--- src/sv/tbeq_pkg.sv ---
// ----------------------------------------------------------------------------
// tbeq_pkg - shared types and constants of the three-band equalizer
// Action codes, state encodings, the MAC control group and the soft clip
// constants in Q8.24.
// ----------------------------------------------------------------------------
`default_nettype none

package tbeq_pkg;

    // Input item kinds
    typedef enum logic [1:0] {
        ACT_SAMPLE = 2'd0,
        ACT_COEF   = 2'd1,
        ACT_ENABLE = 2'd2
    } t_action;

    // Coefficients per biquad: b0, b1, b2, a1, a2
    localparam int NCOEF = 5;

    // Soft clip threshold (0.98 in Q8.24) and headroom up to full scale
    localparam logic [31:0] CLIP_T = 32'd16441672;
    localparam logic [18:0] CLIP_H = 19'd335544;

    // Sequencer states
    typedef enum logic [2:0] {
        S_IDLE,
        S_BAND,
        S_MAC,
        S_DRAIN,
        S_WB,
        S_CLIP,
        S_OUT
    } t_state;

    // Soft clip unit states
    typedef enum logic [1:0] {
        C_IDLE,
        C_MUL,
        C_DIV,
        C_END
    } t_clip_state;

    // Control group from the sequencer to the MAC
    typedef struct packed {
        logic clr;   // clear accumulator and product stage
        logic en;    // a product enters this cycle
        logic sub;   // the product is subtracted
    } t_mac_ctl;

endpackage

`default_nettype wire

--- src/sv/tbeq_mac.sv ---
// ----------------------------------------------------------------------------
// tbeq_mac - shared multiply-accumulate of the biquad terms
// Q4.28 x Q8.24 product registered, floor-shifted by 4 and accumulated;
// the output is the sum rounded to Q8.24 and saturated to 32 bits.
// ----------------------------------------------------------------------------
`default_nettype none

module tbeq_mac (
    input  wire logic               i_clk,
    input  wire logic               i_rst_n,
    input  wire tbeq_pkg::t_mac_ctl i_ctl,
    input  wire logic signed [31:0] i_coef,
    input  wire logic signed [31:0] i_data,
    output      logic signed [31:0] o_y
);
    import tbeq_pkg::*;

    logic signed [63:0] r_prod;
    logic               r_pv;
    logic               r_psub;
    logic signed [63:0] r_acc;
    logic signed [63:0] w_term;
    logic signed [63:0] w_rnd;
    logic signed [39:0] w_shr;

    // product stage
    always_ff @(posedge i_clk) begin
        r_prod <= i_coef * i_data;
        if (!i_rst_n || i_ctl.clr) begin
            r_pv   <= 1'b0;
            r_psub <= 1'b0;
        end else begin
            r_pv   <= i_ctl.en;
            r_psub <= i_ctl.sub;
        end
    end

    // accumulate the floor-shifted term
    assign w_term = r_prod >>> 4;

    always_ff @(posedge i_clk) begin
        if (i_ctl.clr) begin
            r_acc <= '0;
        end else if (r_pv) begin
            r_acc <= r_psub ? (r_acc - w_term) : (r_acc + w_term);
        end
    end

    // round to Q8.24 and saturate
    assign w_rnd = r_acc + 64'sd8388608;
    assign w_shr = w_rnd[63:24];

    always_comb begin
        if (w_shr > 40'sd2147483647) begin
            o_y = 32'sh7FFF_FFFF;
        end else if (w_shr < -40'sd2147483648) begin
            o_y = 32'sh8000_0000;
        end else begin
            o_y = w_shr[31:0];
        end
    end

endmodule

`default_nettype wire

--- config.mk ---
export PLATFORM = sky130hd
export DESIGN_NAME = tbeq_mac
export DESIGN_NICKNAME = d
export VERILOG_FILES = /design/src/sv/tbeq_pkg.sv /design/src/sv/tbeq_mac.sv
export SDC_FILE = /design/constraint.sdc
export NUM_CORES = 2
export LEC_CHECK = 0
export ABC_AREA = 1
export BUFFER_PORTS_ARGS = -buffer_cell sky130_fd_sc_hd__buf_4
export CORE_MARGIN = 4
export CORE_UTILIZATION = 55
export CTS_CLUSTER_DIAMETER = 30
export CTS_CLUSTER_SIZE = 25
export DETAILED_ROUTE_END_ITERATION = 6
export PLACE_DENSITY = 0.71
export SYNTH_ARGS = -nofsm -noshare
export SYNTH_HDL_FRONTEND = slang
export SYNTH_SLANG_ARGS = --single-unit
export TNS_END_PERCENT = 20
--- constraint.sdc ---
create_clock -name i_clk -period 13.7 [get_ports i_clk]
set_clock_uncertainty 0.15 [all_clocks]
set_input_delay 1.37 -clock i_clk [delete_from_list [all_inputs] [get_ports i_clk]]
set_output_delay 1.37 -clock i_clk [all_outputs]
set_load 0.01 [all_outputs]
==> out/qor.yml <==
logic_synthesis:
  synthArstFlopShare: 0
  synth_area_leaders: "fa_1 43%, inv_1 15%, nand2_1 13%, ha_1 6.1%, dfxtp_1 5.0%"
  synth_fa_ha_area_frac: 0.493
  ys.flop_type: "dfxtp_1"
  avgSynthCellArea_um2: 7.30
  syn_inst: 6879
  synth_edf_count: 0
  synth.top_cell.area_share: 0.432
  synthMuxAreaShare: 0
  ys_types: 50
  ys_seq_elements: 126
  synthXorXnorAreaFrac: 0.0308
  yosysSeqAreaShare: 0.0502
  syn_area_mm2: 0.0502
  synth_fp_nets: 8277
  synth_compound_gate_area_share: 0.0483
  yosysWarningCount: 0
  yosys.area_share.simple: 0.211
  synth_top_family_by_area: "adder cells"
  yosys.area.top_type: "fa_1"
worst_setup_path:
  r2r-start: "r_prod[4]"
  cp.required_ps: 13900
  r2r_end: "r_acc[59]"
  slowest_delay_ps: 1020
  crit_end: "r_prod[58]"
  timing.critical_path.buf_inv: 9
  crit_path_start: "i_data[2]"
  crit_slowest_cell: "fa_1"
  path_class: "in2reg"
  crit_path_max_fanout: 32
  endpoint_kind: "flop"
  cp_data_arrival_time_ps: 9030
  startpoint_type: "input pin"
  reg2reg_slack_ps: 8490
  cp.depth: 28
  rr_worst_depth: 24
  crit_family: "adder cells"
floorplanning:
  core_mm2: 0.0903
  die_x_um: 310
  die_y_um: 310
  fp.dieArea_mm2: 0.0962
  rows: 110
  ioPinCount: 101
  start_util: 0.556
timing:
  fin_crit_sh: 0.645
  maxSlewViolCount: 0
  min_period_ps: 8830
  max_freq_mhz: 113
  slew-limit-headroom: 0.368
  tns_ps: 0
  fin_ws_ps: 4870
  rsz0062_at_grt: "false"
  hold_viol_final: 0
  setup_viol: 0
  tightest_slew_ps: 948
place:
  port-buffer-count: 100
  dp_slack_ps: 4350
  hpwl_um: 126000
  gp_congestion: 1.00
routing:
  dr_total_vias: 42411
  ant_nets: 0
  wl_per_cell_um: 18.7
  drt-vias-per-instance: 5.32
  drc_errors: 0
  drtIter0Drc: 3265
  drt_wl_total_um: 149000
  firstDrtPassIters: 6
clocking:
  cts_setup_buffers: 0
  ctsRootBufferMaster: "clkbuf_16"
  holdBufCountCts: 0
  clock_latency_ps: 450
  clk_pin_slew_ps: 80
  h-tree-depth: 4
  cts-resized-gates: 0
  cts.sinks: 126
  cts_tree: "yes"
  numCtsBuffers: 17
  cts-root-to-sink-buffers: 2
layout:
  layout-drive-gt1-share: 0.0362
  final_cell_mix: "1969 x inv_1, 1712 x nand2_1, 1083 x fa_1, 519 x nor2_1, 246 x ha_1"
  fin_nets: 8175
  area_growth_pct: 3.80
  final_common_cell: "inv_1"
  fin_util: 0.577
grt:
  antenna_found_initial: 1
  grt_first_pass_wirelength_um: 245000
  grt_max_degree: 80
  grt_usage: 0.326
  grt_overflow: 0
  first_global_vias: 45021
flow_run:
  cap_violations: 0
status:
  status: "finished, final reports clean"
worst_hold_path:
  hold_path.class: "reg2reg"
[worst min path at each step]
stage	startpoint	endpoint	slack [ps]	cells after the start
final	r_acc[5]	r_acc[5]	390	2
after global routing	r_acc[5]	r_acc[5]	420	2
after CTS	r_acc[5]	r_acc[5]	400	2
after detailed placement	r_acc[5]	r_acc[5]	380	2
after global placement	r_acc[0]	r_acc[0]	360	2
after floorplan	r_acc[5]	r_acc[5]	340	2
[cells in the mapped netlist, drive strengths merged, types with 2 or more instances]
| master | number |
|---|---|
| and3 | 5 |
| a31oi | 17 |
| nor2 | 531 |
| a211oi | 2 |
| and2 | 6 |
| o21a | 7 |
| or2 | 13 |
| ha | 246 |
| clkbuf | 217 |
| clkinv | 2 |
| o211ai | 7 |
| xor2 | 143 |
| nand3 | 159 |
| o221ai | 5 |
| fa | 1083 |
| nor3 | 43 |
| o21ai | 154 |
| buf | 9 |
| nand4 | 49 |
| a21boi | 2 |
| inv | 1974 |
| a21oi | 201 |
| xnor2 | 33 |
| nor4 | 13 |
| o21bai | 29 |
| nand2 | 1777 |
| a21o | 11 |
| o31ai | 6 |
| dfxtp | 126 |
| nand3b | 5 |
[flip-flops by register name, indices dropped and copies added (netlist names)]
register  count
r_acc        64
r_prod       60
r_psub        1
r_pv          1
[routing by layer]
metal | GRT usage | share of wire | wire length [um] | up-vias
li1 | - | - | - | 19453
met1 | 0.453 | 0.43 | 63500 | 20998
met2 | 0.538 | 0.47 | 69700 | 1651
met3 | 0.0430 | 0.073 | 10900 | 309
met4 | 0.0982 | 0.033 | 4940 | 0
met5 | 0 | 0 | 0 | -
[through the flow]
stage,instance area (um^2),hold slack [ps],std cells
final,52100,395,7968
after global routing,52100,420,7966
after CTS,52100,401,7966
after detailed placement,51500,382,7934
after global placement,51500,356,7934
after floorplan,50200,339,6879
[area by class of cell]
| cell class | count | area [um^2] |
|---|---|---|
| multi-input combinational | 4551 | 39300 |
| tap | 1176 | 1470 |
| fill | 8659 | 38200 |
| timing repair buffer | 105 | 788 |
| clock inverter | 15 | 164 |
| antenna | 2 | 5.00 |
| sequential | 126 | 2520 |
| clock buffer | 17 | 425 |
| inverter | 1976 | 7420 |
[logic make-up after synthesis]
| family | count (synthesis) |
|---|---|
| xor+xnor | 176 |
| flops | 126 |
| buf+inv | 2202 |
| fa+ha+maj | 1329 |
| simple gates | 2603 |
| compound gates | 443 |
[worst reg2reg max path: stages (launching register included)]
cell     delay (ps)
dfxtp_1         340
inv_1            80
ha_1            300
nand2_1          80
nor2_1          220
nand2_1         220
nor2_1          230
nand2_1         140
nor2_1          110
inv_1            60
nor2_1          230
a21oi_1         130
xor2_1          390
ha_1            290
nand2_1         120
nor2_1          110
inv_1            90
nor2_1          280
nand3_1         230
o21ai_0         530
nand2_1         340
nand3_1         180
nand3_1          90
nand2_1         100
inv_1            40
Power is not shown: default switching activity piles up to over one toggle a cycle in this logic, so the estimate is an artifact.
