==> src/sv/tbeq_pkg.sv <==
// ----------------------------------------------------------------------------
// tbeq_pkg - shared types and constants of the three-band equalizer
// Action codes, state encodings, the MAC control group and the soft clip
// constants in Q8.24.
// ----------------------------------------------------------------------------
`default_nettype none

package tbeq_pkg;

    // Input item kinds
    typedef enum logic [1:0] {
        ACT_SAMPLE = 2'd0,
        ACT_COEF   = 2'd1,
        ACT_ENABLE = 2'd2
    } t_action;

    // Coefficients per biquad: b0, b1, b2, a1, a2
    localparam int NCOEF = 5;

    // Soft clip threshold (0.98 in Q8.24) and headroom up to full scale
    localparam logic [31:0] CLIP_T = 32'd16441672;
    localparam logic [18:0] CLIP_H = 19'd335544;

    // Sequencer states
    typedef enum logic [2:0] {
        S_IDLE,
        S_BAND,
        S_MAC,
        S_DRAIN,
        S_WB,
        S_CLIP,
        S_OUT
    } t_state;

    // Soft clip unit states
    typedef enum logic [1:0] {
        C_IDLE,
        C_MUL,
        C_DIV,
        C_END
    } t_clip_state;

    // Control group from the sequencer to the MAC
    typedef struct packed {
        logic clr;   // clear accumulator and product stage
        logic en;    // a product enters this cycle
        logic sub;   // the product is subtracted
    } t_mac_ctl;

endpackage

`default_nettype wire

==> src/sv/tbeq_clip.sv <==
// ----------------------------------------------------------------------------
// tbeq_clip - soft clipper and 16-bit conversion
// Above the threshold the excess is compressed by H*8d/(2^24+8d), computed
// by a restoring divider, one quotient bit per cycle; then rounded half away
// from zero to 16 bits and saturated.
// ----------------------------------------------------------------------------
`default_nettype none

module tbeq_clip (
    input  wire logic               i_clk,
    input  wire logic               i_rst_n,
    input  wire logic               i_start,
    input  wire logic signed [31:0] i_v,
    output      logic               o_done,
    output      logic signed [15:0] o_res
);
    import tbeq_pkg::*;

    t_clip_state r_state, n_state;
    logic        r_neg;
    logic [31:0] r_mag;
    logic [55:0] r_rem;
    logic [55:0] r_dsh;
    logic [18:0] r_q;
    logic [4:0]  r_cnt;
    logic [31:0] w_dt;
    logic [56:0] w_trial;
    logic [32:0] w_sum;
    logic [23:0] w_r;

    assign w_dt    = r_mag - CLIP_T;
    assign w_trial = {1'b0, r_rem} - {1'b0, r_dsh};

    // state register
    always_ff @(posedge i_clk) begin
        if (!i_rst_n) begin
            r_state <= C_IDLE;
        end else begin
            r_state <= n_state;
        end
    end

    // next state
    always_comb begin
        n_state = r_state;
        case (r_state)
            C_IDLE:  if (i_start) n_state = C_MUL;
            C_MUL:   n_state = (r_mag > CLIP_T) ? C_DIV : C_END;
            C_DIV:   if (r_cnt == 5'd18) n_state = C_END;
            C_END:   n_state = C_IDLE;
            default: n_state = C_IDLE;
        endcase
    end

    // datapath
    always_ff @(posedge i_clk) begin
        case (r_state)
            C_IDLE: begin
                r_neg <= i_v[31];
                r_mag <= i_v[31] ? (32'd0 - 32'(i_v)) : 32'(i_v);
                r_cnt <= '0;
                r_q   <= '0;
            end
            C_MUL: begin
                // numerator H*8d and denominator (2^24+8d) aligned to the top bit
                r_rem <= 56'(CLIP_H) * 56'({w_dt, 3'b000});
                r_dsh <= 56'({36'(36'd16777216 + {1'b0, w_dt, 3'b000}), 18'd0});
            end
            C_DIV: begin
                if (!w_trial[56]) begin
                    r_rem <= w_trial[55:0];
                end
                r_q   <= {r_q[17:0], ~w_trial[56]};
                r_dsh <= r_dsh >> 1;
                r_cnt <= r_cnt + 5'd1;
                if (r_cnt == 5'd18) begin
                    r_mag <= CLIP_T + 32'({r_q[17:0], ~w_trial[56]});
                end
            end
            default: begin
            end
        endcase
    end

    // round half away from zero, saturate
    assign w_sum  = {1'b0, r_mag} + 33'd256;
    assign w_r    = w_sum[32:9];
    assign o_done = (r_state == C_END);

    always_comb begin
        if (r_neg) begin
            o_res = (w_r > 24'd32768) ? 16'sh8000 : 16'(16'd0 - w_r[15:0]);
        end else begin
            o_res = (w_r > 24'd32767) ? 16'sh7FFF : 16'(w_r[15:0]);
        end
    end

endmodule

`default_nettype wire

==> config.mk <==
export PLATFORM = sky130hd
export DESIGN_NAME = tbeq_clip
export DESIGN_NICKNAME = d
export VERILOG_FILES = /design/src/sv/tbeq_pkg.sv /design/src/sv/tbeq_clip.sv
export SDC_FILE = /design/constraint.sdc
export NUM_CORES = 1
export LEC_CHECK = 0
export BUFFER_PORTS_ARGS = -buffer_cell sky130_fd_sc_hd__buf_4
export CORE_MARGIN = 2
export CORE_UTILIZATION = 40
export CTS_CLUSTER_DIAMETER = 60
export DETAILED_ROUTE_END_ITERATION = 12
export HOLD_SLACK_MARGIN = 0.1
export REMOVE_ABC_BUFFERS = 1
export SYNTH_ARGS = -nofsm -noshare
export SYNTH_HDL_FRONTEND = slang
export SYNTH_SLANG_ARGS = --single-unit
==> constraint.sdc <==
create_clock -name i_clk -period 16.1 [get_ports i_clk]
set_input_delay 0.805 -clock i_clk [delete_from_list [all_inputs] [get_ports i_clk]]
set_output_delay 0.805 -clock i_clk [all_outputs]
set_load 0.02 [all_outputs]
==> metrics <==
Antenna Diode Count 0; Area Overhead vs Synth 7.07%; grt total ovfl 0; hold path depth 2; Slew @ Worst Pin roughly 1300 ps; Max Clk Rate 0.105 GHz; Num CTS Buffers 17; number of I/O pins 52; vias per inst around 5.3; # port buffers between 50 and 60; YS warnings 0; DR vias approximately 18,000; Die Width 248 um; # setup viols final 0; DRT Pass-1 Iters 7; #FFs+latches synth around 170; FF-to-FF path depth 30; Unique masters post-synth between 80 and 90; final worst path period share roughly 59%; initial antenna violation count 0; Post-DRT Antenna Nets 0; CP Class reg -> reg; Yosys top cell area share approximately a fifth; crit-path max FO 10; clk slew on worst S/H paths roughly 80 ps; die area roughly 0.061 mm2; Final Max Tran Viols 0; syn avg cell area between 8 and 9 um2; wire per inst approximately 18 um; Hold Vio Cnt, Final 0; initial core utilization around 40%; ys flop type edfxtp_1; gr usage total 21.0%; share of post-route cells with drive strength above 1 between 5 and 6%; skew final around 14 ps; WL final around 63,000 um; largest net degree at the start of global routing ~90; area post-placement roughly 0.025 mm2; CTS Hold Buffers Added 0; clk_lat worst skew ~500 ps; first-pass GRT wire length around 100,000 um; setup TNS 0 ps; # rows 89; Post-synth EDFFs 166; post-CTS resize count 0; Post-Syn Instances 2,707; CTS Buffer Depth 2; Synth area leader edfxtp_1; core area between 0.05 and 0.06 mm2; Slowest cell on crit path xnor2_1; Post-route DRC 0; Final Cell Area around 0.025 mm2; status finished, final reports clean; MaxCap Viol Count 0; Worst Hold Class in -> reg; Setup crit end kind flip-flop; post-CTS setup buffer count 0; Num Clock Sinks between 150 and 200; Root Driver clkbuf_16; DRT iter0 DRCs 1,168; CTS tree built; hpwl dp between 50,000 and 60,000 um; critical path startpoint category flip-flop; Final nets around 3,200; Tmin final around 9500 ps; vias in the first global route about 19,000; Rel. slew slack a little over an eighth; asr flop ratio synth 0%; H-tree level count 4; RSZ-0062 raised after global routing false; Worst path max stage delay 1000 ps; top cells by area, synth edfxtp_1 21%, fa_1 17%, ha_1 15%; register area share after synthesis 21.2%; die height 248 um; Netlist Area Pre-Place about 0.024 mm2; Worst EP required between 15,000 and 20,000 ps; routability cong. 0.950; WP data arrival ~9700 ps
==> flip-flops by register name (all words and copies together) (netlist names) <==
register	flops
r_mag	32
r_rem	56
r_dsh	54
r_state	2
r_cnt	5
r_q	18
r_neg	1
==> cell type report <==
type / instances / area, um2
fillers: 5890 / 33400
multi-input cells: 1948 / 16500
flip-flops and latches: 168 / 5020
inverters: 490 / 1840
well taps: 773 / 967
repair buffers: 65 / 488
clock buffers: 17 / 425
clock inverters: 15 / 174
==> logic make-up (layout without fill, tap and decap cells) <==
group | Yosys count | after routing | synth area share [%]
adders and majority gates | 489 | 489 | 32.1
DFF | 168 | 168 | 21.2
and+or+nand+nor | 635 | 635 | 12.9
buffers and inverters | 591 | 587 | 9.48
AOI/OAI and AO/OA | 572 | 572 | 14.8
muxes | 19 | 19 | 0.818
xor gates and xnor gates | 233 | 233 | 8.70
==> worst paths after layout <==
kind	slack, ps	end	from
max	6610	r_rem[45]	r_mag[3]
min	540	r_state[1]	i_rst_n
min reg2reg	550	r_dsh[5]	r_dsh[6]
max reg2reg	6610	r_rem[45]	r_mag[3]
==> cells in the mapped netlist (all sizes together) (4+ instances only) <==
cell and number:
a211o 4, nor3 37, a21boi 8, o21a 18, nand2 172, a22oi 9, edfxtp 166, nand3 40
o31ai 16, o21ai 145, o211ai 17, nor4 13, o2111ai 4, nand2b 19, buf 28, and4 12
nor2 210, or4 7, a221oi 5, nand4 28, a21oi 200, fa 200, and2 28, xnor2 139
clkinv 4, xor2 94, and3 17, mux2i 16, clkbuf 73, or3 17, a31oi 21, nor2b 15
o22ai 4, o41ai 5, o21bai 19, a2111oi 4, a211oi 4, ha 289, a41oi 8, inv 486
a21o 60, or2 10
==> critical path, delay by kind of cell, from the launching register on <==
kind / cells / cell delay [ps]
xor gates and xnor gates: 3 / 1570
and+or+nand+nor: 5 / 880
adders and majority gates: 7 / 3200
DFF: 1 / 540
AOI/OAI and AO/OA: 8 / 1700
buffers and inverters: 7 / 1320
==> cell usage in the layout (no fill, tap or decap), types with 93 or more instances in the layout <==
master    netlist  layout
o21ai_0       129     128
nor2_1        209     208
edfxtp_1      166     166
a21oi_1       197     197
xnor2_1       137     137
inv_1         484     484
fa_1          200     200
nand2_1       172     172
ha_1          289     287
xor2_1         93      93
==> layer usage <==
layer  vias to the layer above  global-route usage, %  part of all wire (%)
met5                         -                      0                     0
met2                       394                   34.7                    47
met1                      8942                   27.9                    46
li1                       9035                      -                     -
met4                         0                   7.22                   2.7
met3                        88                   3.29                   4.3
==> per-stage QoR <==
stage	setup slack, ps	std cells	util (%)	hold slack [ps]
after floorplan	7750	2606	-	519
after global placement	6730	3444	42.2	528
after detailed placement	6610	3444	42.2	538
after CTS	6590	3476	43.2	511
after global routing	6200	3476	43.2	546
final	6610	3476	43.2	539
Power is not shown: default switching activity piles up to over one toggle a cycle in this logic, so the estimate is an artifact.
