===== src/sv/tbeq_ram.sv =====
// ----------------------------------------------------------------------------
// tbeq_ram - generic synchronous RAM
// One write port, one read port, read data registered.
// ----------------------------------------------------------------------------
`default_nettype none

module tbeq_ram #(
    parameter int W = 32,
    parameter int D = 16
) (
    input  wire logic                              i_clk,
    input  wire logic                              i_we,
    input  wire logic [((D > 1) ? $clog2(D) : 1)-1:0] i_waddr,
    input  wire logic [W-1:0]                      i_wdata,
    input  wire logic [((D > 1) ? $clog2(D) : 1)-1:0] i_raddr,
    output      logic [W-1:0]                      o_rdata
);

    logic [W-1:0] r_mem [D];

    always_ff @(posedge i_clk) begin
        if (i_we) begin
            r_mem[i_waddr] <= i_wdata;
        end
        o_rdata <= r_mem[i_raddr];
    end

endmodule

`default_nettype wire


===== config.mk =====
export PLATFORM = sky130hd
export DESIGN_NAME = tbeq_ram
export DESIGN_NICKNAME = d
export VERILOG_FILES = /design/src/sv/tbeq_ram.sv
export SDC_FILE = /design/constraint.sdc
export NUM_CORES = 1
export LEC_CHECK = 0
export BUFFER_PORTS_ARGS = -buffer_cell sky130_fd_sc_hd__buf_4
export CORE_MARGIN = 4
export CORE_UTILIZATION = 45
export CTS_CLUSTER_SIZE = 10
export DETAILED_ROUTE_END_ITERATION = 16
export PLACE_DENSITY = 0.6
export SLEW_MARGIN = 40
export SYNTH_ARGS = -nofsm -noshare
export SYNTH_HDL_FRONTEND = slang
export SYNTH_SLANG_ARGS = --single-unit

===== constraint.sdc =====
create_clock -name i_clk -period 4.2 [get_ports i_clk]
set_clock_uncertainty 0.1 [all_clocks]
set_input_delay 0.21 -clock i_clk [delete_from_list [all_inputs] [get_ports i_clk]]
set_output_delay 0.21 -clock i_clk [all_outputs]
set_load 0.01 [all_outputs]

==> results of run 1 <==
-- registers in the layout (all words and copies together), names as in the netlist --
name / cells
r_mem: 512
o_rdata: 32
-- path summary, 6_finish.rpt --
check,cells past startpoint,to,slack (ns)
worst min register to register,3,o_rdata[23]$_DFF_P_,0.57
worst min-delay path,4,o_rdata[5]$_DFF_P_,0.05
worst max-delay path,4,r_mem[10][22]$_DFFE_PP_,2.50
worst max register to register,3,o_rdata[27]$_DFF_P_,2.61
-- metrics by stage --
stage          cells  power, mW  utilization (%)  area, um2  hold slack (ns)
4_1_cts         1627       11.6             54.4      23600           0.0151
5_1_grt         1629       11.9             54.5      23600           0.0483
3_3_place_gp    1475       6.78             49.0      21200            0.407
3_5_place_dp    1486       6.81             49.6      21500            0.415
2_1_floorplan    838       6.52                -      19900            0.209
6_report        1629       11.5             54.5      23600           0.0519
-- routing by layer --
metal	share of wire [%]	GRT usage, %
met1	46	27.1
met5	0	0
met4	1.4	3.79
met2	47	26.5
met3	5.8	3.20
-- cell families (layout without fill, tap and decap cells) --
| group | after synthesis | after routing | share of synthesized area [%] |
|---|---|---|---|
| DFF | 544 | 544 | 80.7 |
| buffers and inverters | 43 | 249 | 1.12 |
| muxes | 128 | 128 | 14.5 |
| AOI/OAI and AO/OA | 64 | 64 | 2.42 |
| and+or+nand+nor | 59 | 59 | 1.27 |
-- placed cells by master (no fill, tap or decap), drive strengths merged --
cell type    count
nor2b            2
or3b             1
nor2            13
inv              2
dlygate4sd3     32
nor3             4
clkbuf         108
a22oi           64
edfxtp         512
nand3b           2
nand2b           2
mux4           128
and2             1
dfxtp           32
nand3            1
buf            107
nand2           33
-- critical path: cells and delay by family --
family | cells | cell delay (ns)
buffers and inverters | 2 | 0.53
AND/OR/NAND/NOR | 2 | 1.09
-- layout make-up --
| cell class | instances | area (um2) | area share (%) |
|---|---|---|---|
| clock buffer | 107 | 1750 | 7.41 |
| clock inverter | 2 | 17.5 | 0.0741 |
| multi-input combinational | 251 | 3750 | 15.9 |
| sequential | 544 | 16000 | 67.7 |
| tap | 585 | 732 | 3.10 |
| timing repair buffer | 140 | 1370 | 5.81 |
-- where the power goes --
part / switching [mW] / internal, mW
Clock: 1.96 / 2.79
Combinational: 0.323 / 0.281
Sequential: 0.0382 / 6.07
Total: 2.32 / 9.14
-- repair_timing --
item,CTS,global route
gates resized for setup,0,0
hold buffers,32,0
hold endpoints to repair,512,0
==> results_dict.tcl, run 1 <==
set metrics [dict create \
    io_buffers 73 \
    critPathMaxStageDelay_ns 0.74 \
    syn_to_final_growth_pct 19.1 \
    drt-initial-drc-count 742 \
    drive_above_1_share_pct 30.9 \
    dieArea_mm2 0.0475 \
    hold_class "primary input to flip-flop" \
    antenna_found_initial 0 \
    yosysMostFrequentCell "edfxtp_1" \
    wl_per_cell_um 25.1 \
    leakage_nw 7.62 \
    remaining_drc_errors 0 \
    worstMarginPinSlew_ns 0.805 \
    core_mm2 0.0434 \
    synthTopCellsByCount "edfxtp_1, mux4_2, a22oi_1, nand2_1, dfxtp_1" \
    grt_pass1_vias 9750 \
    finalSetupTns_ns 0 \
    cts_tree "done" \
    n_antenna_cell 0 \
    die_x_um 218 \
    cp_common_cell "buf_4" \
    synth_area_leaders "edfxtp_1, mux4_2, dfxtp_1" \
    grt_max_degree 48 \
    slew_headroom_pct 46.2 \
    viasPerCell 5.61 \
    crit_arrival_ns 1.87 \
    worstPathRequired_ns 4.36 \
    synthCells 838 \
    finalSetupViolCount 0 \
    nets 1040 \
    yosysSeqAreaShare_pct 80.7 \
    dp_slack_ns 1.88 \
    ys.flop_type "edfxtp_1" \
    rsz0062_at_grt "false" \
    ant_nets 0 \
    maxCapViolations 0 \
    layout_setup_ws_ns 2.50 \
    num-fill-cells 3360 \
    syn_area_per_cell_um2 23.7 \
    overflow 0 \
    synth_seq_cells 544 \
    synth_top_area_share_pct 77.4 \
    fin_crit_ns 1.70 \
    startpoint "i_waddr[2]" \
    num_rows 76 \
    syn-num-nets 880 \
    htreeDepth 2 \
    io_pins 74 \
    post_cts_buffers 0 \
    yosysUniqueCellTypes 18 \
    clock-root-buffer "clkbuf_16" \
    dp_hpwl_um 23500 \
    initial_core_util_pct 45.8 \
    status "finished clean" \
    fin_crit_sh_pct 40.6 \
    synth_area_leader_cell "edfxtp_1" \
    synthArstFlopShare_pct 0 \
    grt_pass1_wl_um 62300 \
    min_from "i_raddr[3]" \
    grt_usage_pct 17.5 \
    timing.fmax_mhz 587 \
    die_h_um 218 \
    crit_fanout 17 \
    clock_path_buffers 3 \
    firstDrtPassIters 5 \
    vias 9134 \
    cp-end-kind "flip-flop" \
    r2r-start "r_mem[3][27]$_DFFE_PP_" \
    syn_area_mm2 0.0199 \
    worstSetupPathType "primary input to flip-flop" \
    vdd_ir_drop_max_uv 296 \
    worstSkewPairLatency_ns 0.60 \
    report.final.slew_viol_count 0 \
    finalWirelength_um 41000 \
    cts_made_buffers 61 \
    worstPathCellList "buf_4 > nand3b_1 > nor2_4 > buf_4" \
    cts_sinks 544 \
    clkTransAtPathRegs_ns 0.05 \
    synth.yosys.warnings 0 \
    finalHoldViolations 0 \
    slowest_stage "nor2_4" \
    start_kind "primary input" \
    pwr_density_cell_mw_per_mm2 485 \
    synth_enable_flop_cells 512 \
    place_congestion 0.682 \
]
Power figures use the tool's default switching activity.
==> run 2, diff against run 1 <==
--- a/config.mk
+++ b/config.mk
@@ -5,12 +5,13 @@
 export SDC_FILE = /design/constraint.sdc
 export NUM_CORES = 1
 export LEC_CHECK = 0
+export ABC_AREA = 1
 export BUFFER_PORTS_ARGS = -buffer_cell sky130_fd_sc_hd__buf_4
 export CORE_MARGIN = 4
 export CORE_UTILIZATION = 45
 export CTS_CLUSTER_SIZE = 10
 export DETAILED_ROUTE_END_ITERATION = 16
-export PLACE_DENSITY = 0.6
+export PLACE_DENSITY = 0.62
 export SLEW_MARGIN = 40
 export SYNTH_ARGS = -nofsm -noshare
 export SYNTH_HDL_FRONTEND = slang
==> constraint.sdc (replaced) <==
create_clock -name i_clk -period 1.5 [get_ports i_clk]
set_clock_uncertainty 0.1 [all_clocks]
set_input_delay 0.075 -clock i_clk [delete_from_list [all_inputs] [get_ports i_clk]]
set_output_delay 0.075 -clock i_clk [all_outputs]
set_load 0.01 [all_outputs]
==> results_dict.tcl, run 2 <==
set metrics [dict create \
    maxCapViolations 0 \
    synth_enable_flop_cells 512 \
    critPathMaxStageDelay_ns 0.38 \
    die_x_um 233 \
    synth_seq_cells 544 \
    yosysSeqAreaShare_pct 70.5 \
    firstDrtPassIters 5 \
    synthTopCellsByCount "nand2_1, edfxtp_1, inv_1, nand3_1, buf_2" \
    htreeDepth 2 \
    cts_sinks 544 \
    path_delay_family "flip-flops" \
    viasPerCell 4.95 \
    clock_path_buffers 3 \
    yosysMostFrequentCell "nand2_1" \
    finalSetupViolCount 0 \
    wl_per_cell_um 17.7 \
    finalSetupTns_ns 0 \
    crit_buf_inv 1 \
    top_layer_used "met4" \
    worstMarginPinSlew_ns 0.454 \
    power_frac_clock_pct 41.0 \
    place_congestion 0.790 \
    syn_to_final_growth_pct 18.7 \
    synth_area_leaders "edfxtp_1, nand2_1, nand3_1" \
    syn_area_mm2 0.0227 \
    syn_area_per_cell_um2 10.7 \
    report.final.slew_viol_count 0 \
    dieArea_mm2 0.0542 \
    finalWirelength_um 53000 \
    synth_compound_area_share_pct 0 \
    n_antenna_cell 0 \
    routed-wl-met3_um 2780 \
    p_sw_mw 7.16 \
    slew_headroom_pct 69.7 \
    vdd_ir_drop_max_uv 1120 \
    cts_tree "done" \
    die_h_um 233 \
    grt_pass1_vias 14700 \
    fin_crit_ns 1.30 \
    final_common_cell "nand2_1" \
    cp-end-kind "primary output" \
    yosys.area_share.simple_pct 20.0 \
    wl_met1_um 22800 \
    nets 2309 \
    ant_nets 0 \
    switching_share_pct 21.8 \
    dp_hpwl_um 31200 \
    grt_pass1_wl_um 83200 \
    num_rows 82 \
    fin_area_mm2 0.0270 \
    synth_top_area_share_pct 67.6 \
    drt-initial-drc-count 1097 \
    crit_arrival_ns 1.12 \
    synthArstFlopShare_pct 0 \
    synth_top_family_by_area "simple AND/OR/NAND/NOR gates" \
    layout_setup_ws_ns 0.201 \
    antenna_found_initial 0 \
    fin_cells 2988 \
    largest_registers "r_mem x512, o_rdata x32" \
    p_int_mw 25.7 \
    hold_slack_ns 0.0952 \
    synthAdderAreaFrac_pct 0 \
    cts_resized 0 \
    slowest_stage "dfxtp_1" \
    fin_crit_sh_pct 86.6 \
    synthCells 2120 \
    place_inst 2841 \
    status "finished clean" \
    drive_above_1_share_pct 10.4 \
    synth.yosys.warnings 0 \
    ys.flop_type "edfxtp_1" \
    power.share.sequential_pct 52.0 \
    cts_made_buffers 61 \
    io_pins 74 \
    initial_core_util_pct 45.4 \
    worstSkewPairLatency_ns 0.61 \
    synth_area_leader_cell "edfxtp_1" \
    pwr_density_cell_mw_per_mm2 1220 \
    grt_usage_pct 19.7 \
    timing.fmax_mhz 770 \
    finalHoldViolations 0 \
    overflow 0 \
    syn-num-nets 2162 \
    hold_class "primary input to flip-flop" \
    worstPathCellList "buf_4" \
    placed_cell_area_mm2 0.0248 \
    largest_register "r_mem" \
    grt_max_degree 57 \
    core_mm2 0.0501 \
    dp_slack_ns -0.0712 \
    wl_met2_um 26100 \
    leakage_nw 11.4 \
    rsz0062_at_grt "false" \
    fin_util_pct 53.9 \
    io_buffers 73 \
    largest_reg_flops 512 \
    synthXorXnorAreaFrac_pct 0 \
    clkTransAtPathRegs_ns 0.06 \
    crit_fanout 1 \
    vias 14800 \
    synth.area.mux_share_pct 0 \
    worstSetupPathType "flip-flop to primary output" \
    clock-root-buffer "clkbuf_16" \
    p_comb_share_pct 7.0 \
    final_cell_mix "nand2_1, edfxtp_1, inv_1" \
    start_kind "flip-flop" \
    yosysUniqueCellTypes 15 \
    worstPathRequired_ns 1.32 \
    p_total_mw 32.9 \
    remaining_drc_errors 0 \
]
-- run 2: final cells by class --
type	instances	area, um2
Tap cell	672	841
Multi-Input combinational cell	1081	4670
Clock buffer	107	1730
Clock inverter	5	75.1
Sequential cell	544	16000
Fill cell	4349	23100
Inverter	390	1470
Timing Repair Buffer	189	2180
-- run 2: path summary, 6_finish.rpt --
check / from / end / slack, ns / cells after the start
min: i_raddr[0] / o_rdata[3]$_DFF_P_ / 0.1 / 7
min reg2reg: r_mem[10][21]$_DFFE_PP_ / o_rdata[21]$_DFF_P_ / 0.55 / 6
max: o_rdata[14]$_DFF_P_ / o_rdata[14] / 0.20 / 1
max reg2reg: r_mem[15][3]$_DFFE_PP_ / o_rdata[3]$_DFF_P_ / 0.37 / 6
-- run 2: cells by family after synthesis --
| kind of cell | count (synthesis) |
|---|---|
| and+or+nand+nor | 1081 |
| DFF | 544 |
| buffers and inverters | 495 |
-- run 2: power groups by stage --
| stage | combinational (mW) | sequential [mW] | clock (mW) |
|---|---|---|---|
| finish | 2.30 | 17.1 | 13.5 |
| global route | 2.56 | 17.1 | 14.4 |
| CTS | 2.33 | 17.1 | 13.8 |
| detailed placement | 2.25 | 17.4 | 0 |
| global placement | 2.22 | 17.4 | 0 |
| floorplan | 1.17 | 17.4 | 0 |
-- run 2: what timing repair did --
action / CTS / global route
setup buffers: 0 / 0
hold endpoints to repair: 543 / 0
setup endpoints to repair: 0 / 0
hold buffers: 35 / 0
-- run 2: metal layers --
layer	up-vias	track usage, %
met5	-	0
met4	0	6.22
met3	99	2.85
met2	400	33.4
met1	7132	26.5
li1	7150	-
==> run 3, diff against run 2 <==
--- a/config.mk
+++ b/config.mk
@@ -5,10 +5,11 @@
 export SDC_FILE = /design/constraint.sdc
 export NUM_CORES = 1
 export LEC_CHECK = 0
-export ABC_AREA = 1
+export ABC_AREA = 0
 export BUFFER_PORTS_ARGS = -buffer_cell sky130_fd_sc_hd__buf_4
 export CORE_MARGIN = 4
 export CORE_UTILIZATION = 45
+export CTS_BUF_LIST = sky130_fd_sc_hd__clkbuf_4 sky130_fd_sc_hd__clkbuf_8 sky130_fd_sc_hd__clkbuf_16
 export CTS_CLUSTER_SIZE = 10
 export DETAILED_ROUTE_END_ITERATION = 16
 export PLACE_DENSITY = 0.62
==> results_dict.tcl, run 3 (synthesis results as in run 1) <==
set metrics [dict create \
    worstPathRequired_ns 1.86 \
    viasPerCell 5.52 \
    clkTransAtPathRegs_ns 0.06 \
    fin_crit_sh_pct 95.2 \
    overflow 0 \
    rsz0062_at_grt "false" \
    status "finished clean" \
    r2r-start "r_mem[3][3]$_DFFE_PP_" \
    finalHoldViolations 0 \
    remaining_drc_errors 0 \
    r2r-end "o_rdata[3]$_DFF_P_" \
    maxCapViolations 0 \
    firstDrtPassIters 5 \
    layout_setup_ws_ns 0.0714 \
    top_layer_used "met5" \
    grt_usage_pct 18.0 \
    min_from "i_raddr[2]" \
    cts_made_buffers 60 \
    largest_register "r_mem" \
    dp_hpwl_um 23800 \
    dieArea_mm2 0.0475 \
    final_common_cell "edfxtp_1" \
    finalWirelength_um 42300 \
    cts_sinks 544 \
    report.final.slew_viol_count 0 \
    drt-initial-drc-count 842 \
    rr_worst_depth 3 \
    core_mm2 0.0434 \
    grt_pass1_wl_um 63300 \
    antenna_found_initial 3 \
    p_total_mw 32.6 \
    wl_per_cell_um 25.1 \
    dp_slack_ns -0.164 \
    htreeDepth 2 \
    grt_max_degree 33 \
    num_rows 76 \
    die_x_um 218 \
    leakage_nw 8.16 \
    drive_above_1_share_pct 38.4 \
    initial_core_util_pct 45.8 \
    fin_crit_ns 1.43 \
    slowest_stage "mux4_2" \
    io_pins 74 \
    fin_util_pct 57.0 \
    clock-root-buffer "clkbuf_16" \
    pwr_density_cell_mw_per_mm2 1320 \
    start_kind "flip-flop" \
    final_cell_mix "edfxtp_1, mux4_2, buf_4" \
    timing.fmax_mhz 700 \
    syn_to_final_growth_pct 24.5 \
    wl_met1_um 18300 \
    endpoint "o_rdata[3]$_DFF_P_" \
    hold_class "primary input to flip-flop" \
    reg2reg_slack_ns 0.07 \
    finalSetupViolCount 0 \
    critPathMaxStageDelay_ns 0.47 \
    crit_arrival_ns 1.79 \
    cp-end-kind "flip-flop" \
    io_buffers 73 \
    wl_met2_um 20700 \
    nets 1102 \
    largest_reg_flops 512 \
    worstSkewPairLatency_ns 0.58 \
    finalSetupTns_ns 0 \
    largest_registers "r_mem x512, o_rdata x32" \
    startpoint "r_mem[3][3]$_DFFE_PP_" \
    place_congestion 0.710 \
    slew_headroom_pct 70.7 \
    worstMarginPinSlew_ns 0.439 \
    grt_pass1_vias 9850 \
    ant_nets 0 \
    cts_tree "done" \
    vias 9303 \
    worstPathCellList "mux4_2 > a22oi_1 > nand2_1" \
    clock_path_buffers 3 \
    worstSetupPathType "flip-flop to flip-flop" \
    fin_cells 1685 \
    die_h_um 218 \
    vdd_ir_drop_max_uv 904 \
    routed-wl-met3_um 2660 \
    crit_fanout 1 \
    place_inst 1550 \
]
[run 3: metrics by stage]
step           hold WS [ns]  instance area [um2]
2_1_floorplan        0.0739                20000
3_3_place_gp          0.267                22500
3_5_place_dp          0.278                22500
4_1_cts            0.000172                24700
5_1_grt              0.0243                24700
6_report             0.0325                24700
[run 3: per-layer routing]
metal  vias up  GRT usage [%]
met2       294           28.9
li1       4023              -
met1      4937           26.4
met4         4           4.13
met5         -              0
met3        45           3.14
[run 3: how the worst min path moves through the flow]
stage | slack [ns] | to | depth (start not counted)
global placement | 0.27 | r_mem[14][29]$_DFFE_PP_ | 1
CTS | 0.0002 | o_rdata[16]$_DFF_P_ | 5
detailed placement | 0.28 | r_mem[2][26]$_DFFE_PP_ | 1
floorplan | 0.07 | r_mem[0][0]$_DFFE_PP_ | 0
global route | 0.02 | o_rdata[14]$_DFF_P_ | 5
finish | 0.03 | o_rdata[8]$_DFF_P_ | 5
[run 3: cell type report]
class | count | area, um2
Antenna cell | 1 | 2.50
Clock buffer | 99 | 1820
Clock inverter | 2 | 17.5
Tap cell | 585 | 732
Timing Repair Buffer | 203 | 2330
Sequential cell | 544 | 16000
Multi-Input combinational cell | 251 | 3790
Fill cell | 3197 | 18600
[run 3: timing repair]
| action | 4_1_cts | 5_1_grt |
|---|---|---|
| gates resized for setup | 0 | 1 |
| setup endpoints to repair | 0 | 1 |
| endpoints found under the hold margin | 544 | 0 |
| buffers inserted | 0 | 0 |
| hold buffers | 33 | 0 |
[run 3: worst max-delay path, delay by kind of cell (launching register included)]
kind            cells  cell delay [ns]
compound gates      1             0.27
flops               1             0.37
mux                 1             0.47
simple gates        1             0.10
[run 3: report_power, final]
| group | internal [mW] | switching, mW | leakage, nW | total [mW] |
|---|---|---|---|---|
| Sequential | 17.0 | 0.112 | 4.89 | 17.1 |
| Combinational | 0.954 | 0.952 | 2.33 | 1.91 |
| Clock | 8.21 | 5.35 | 0.941 | 13.6 |
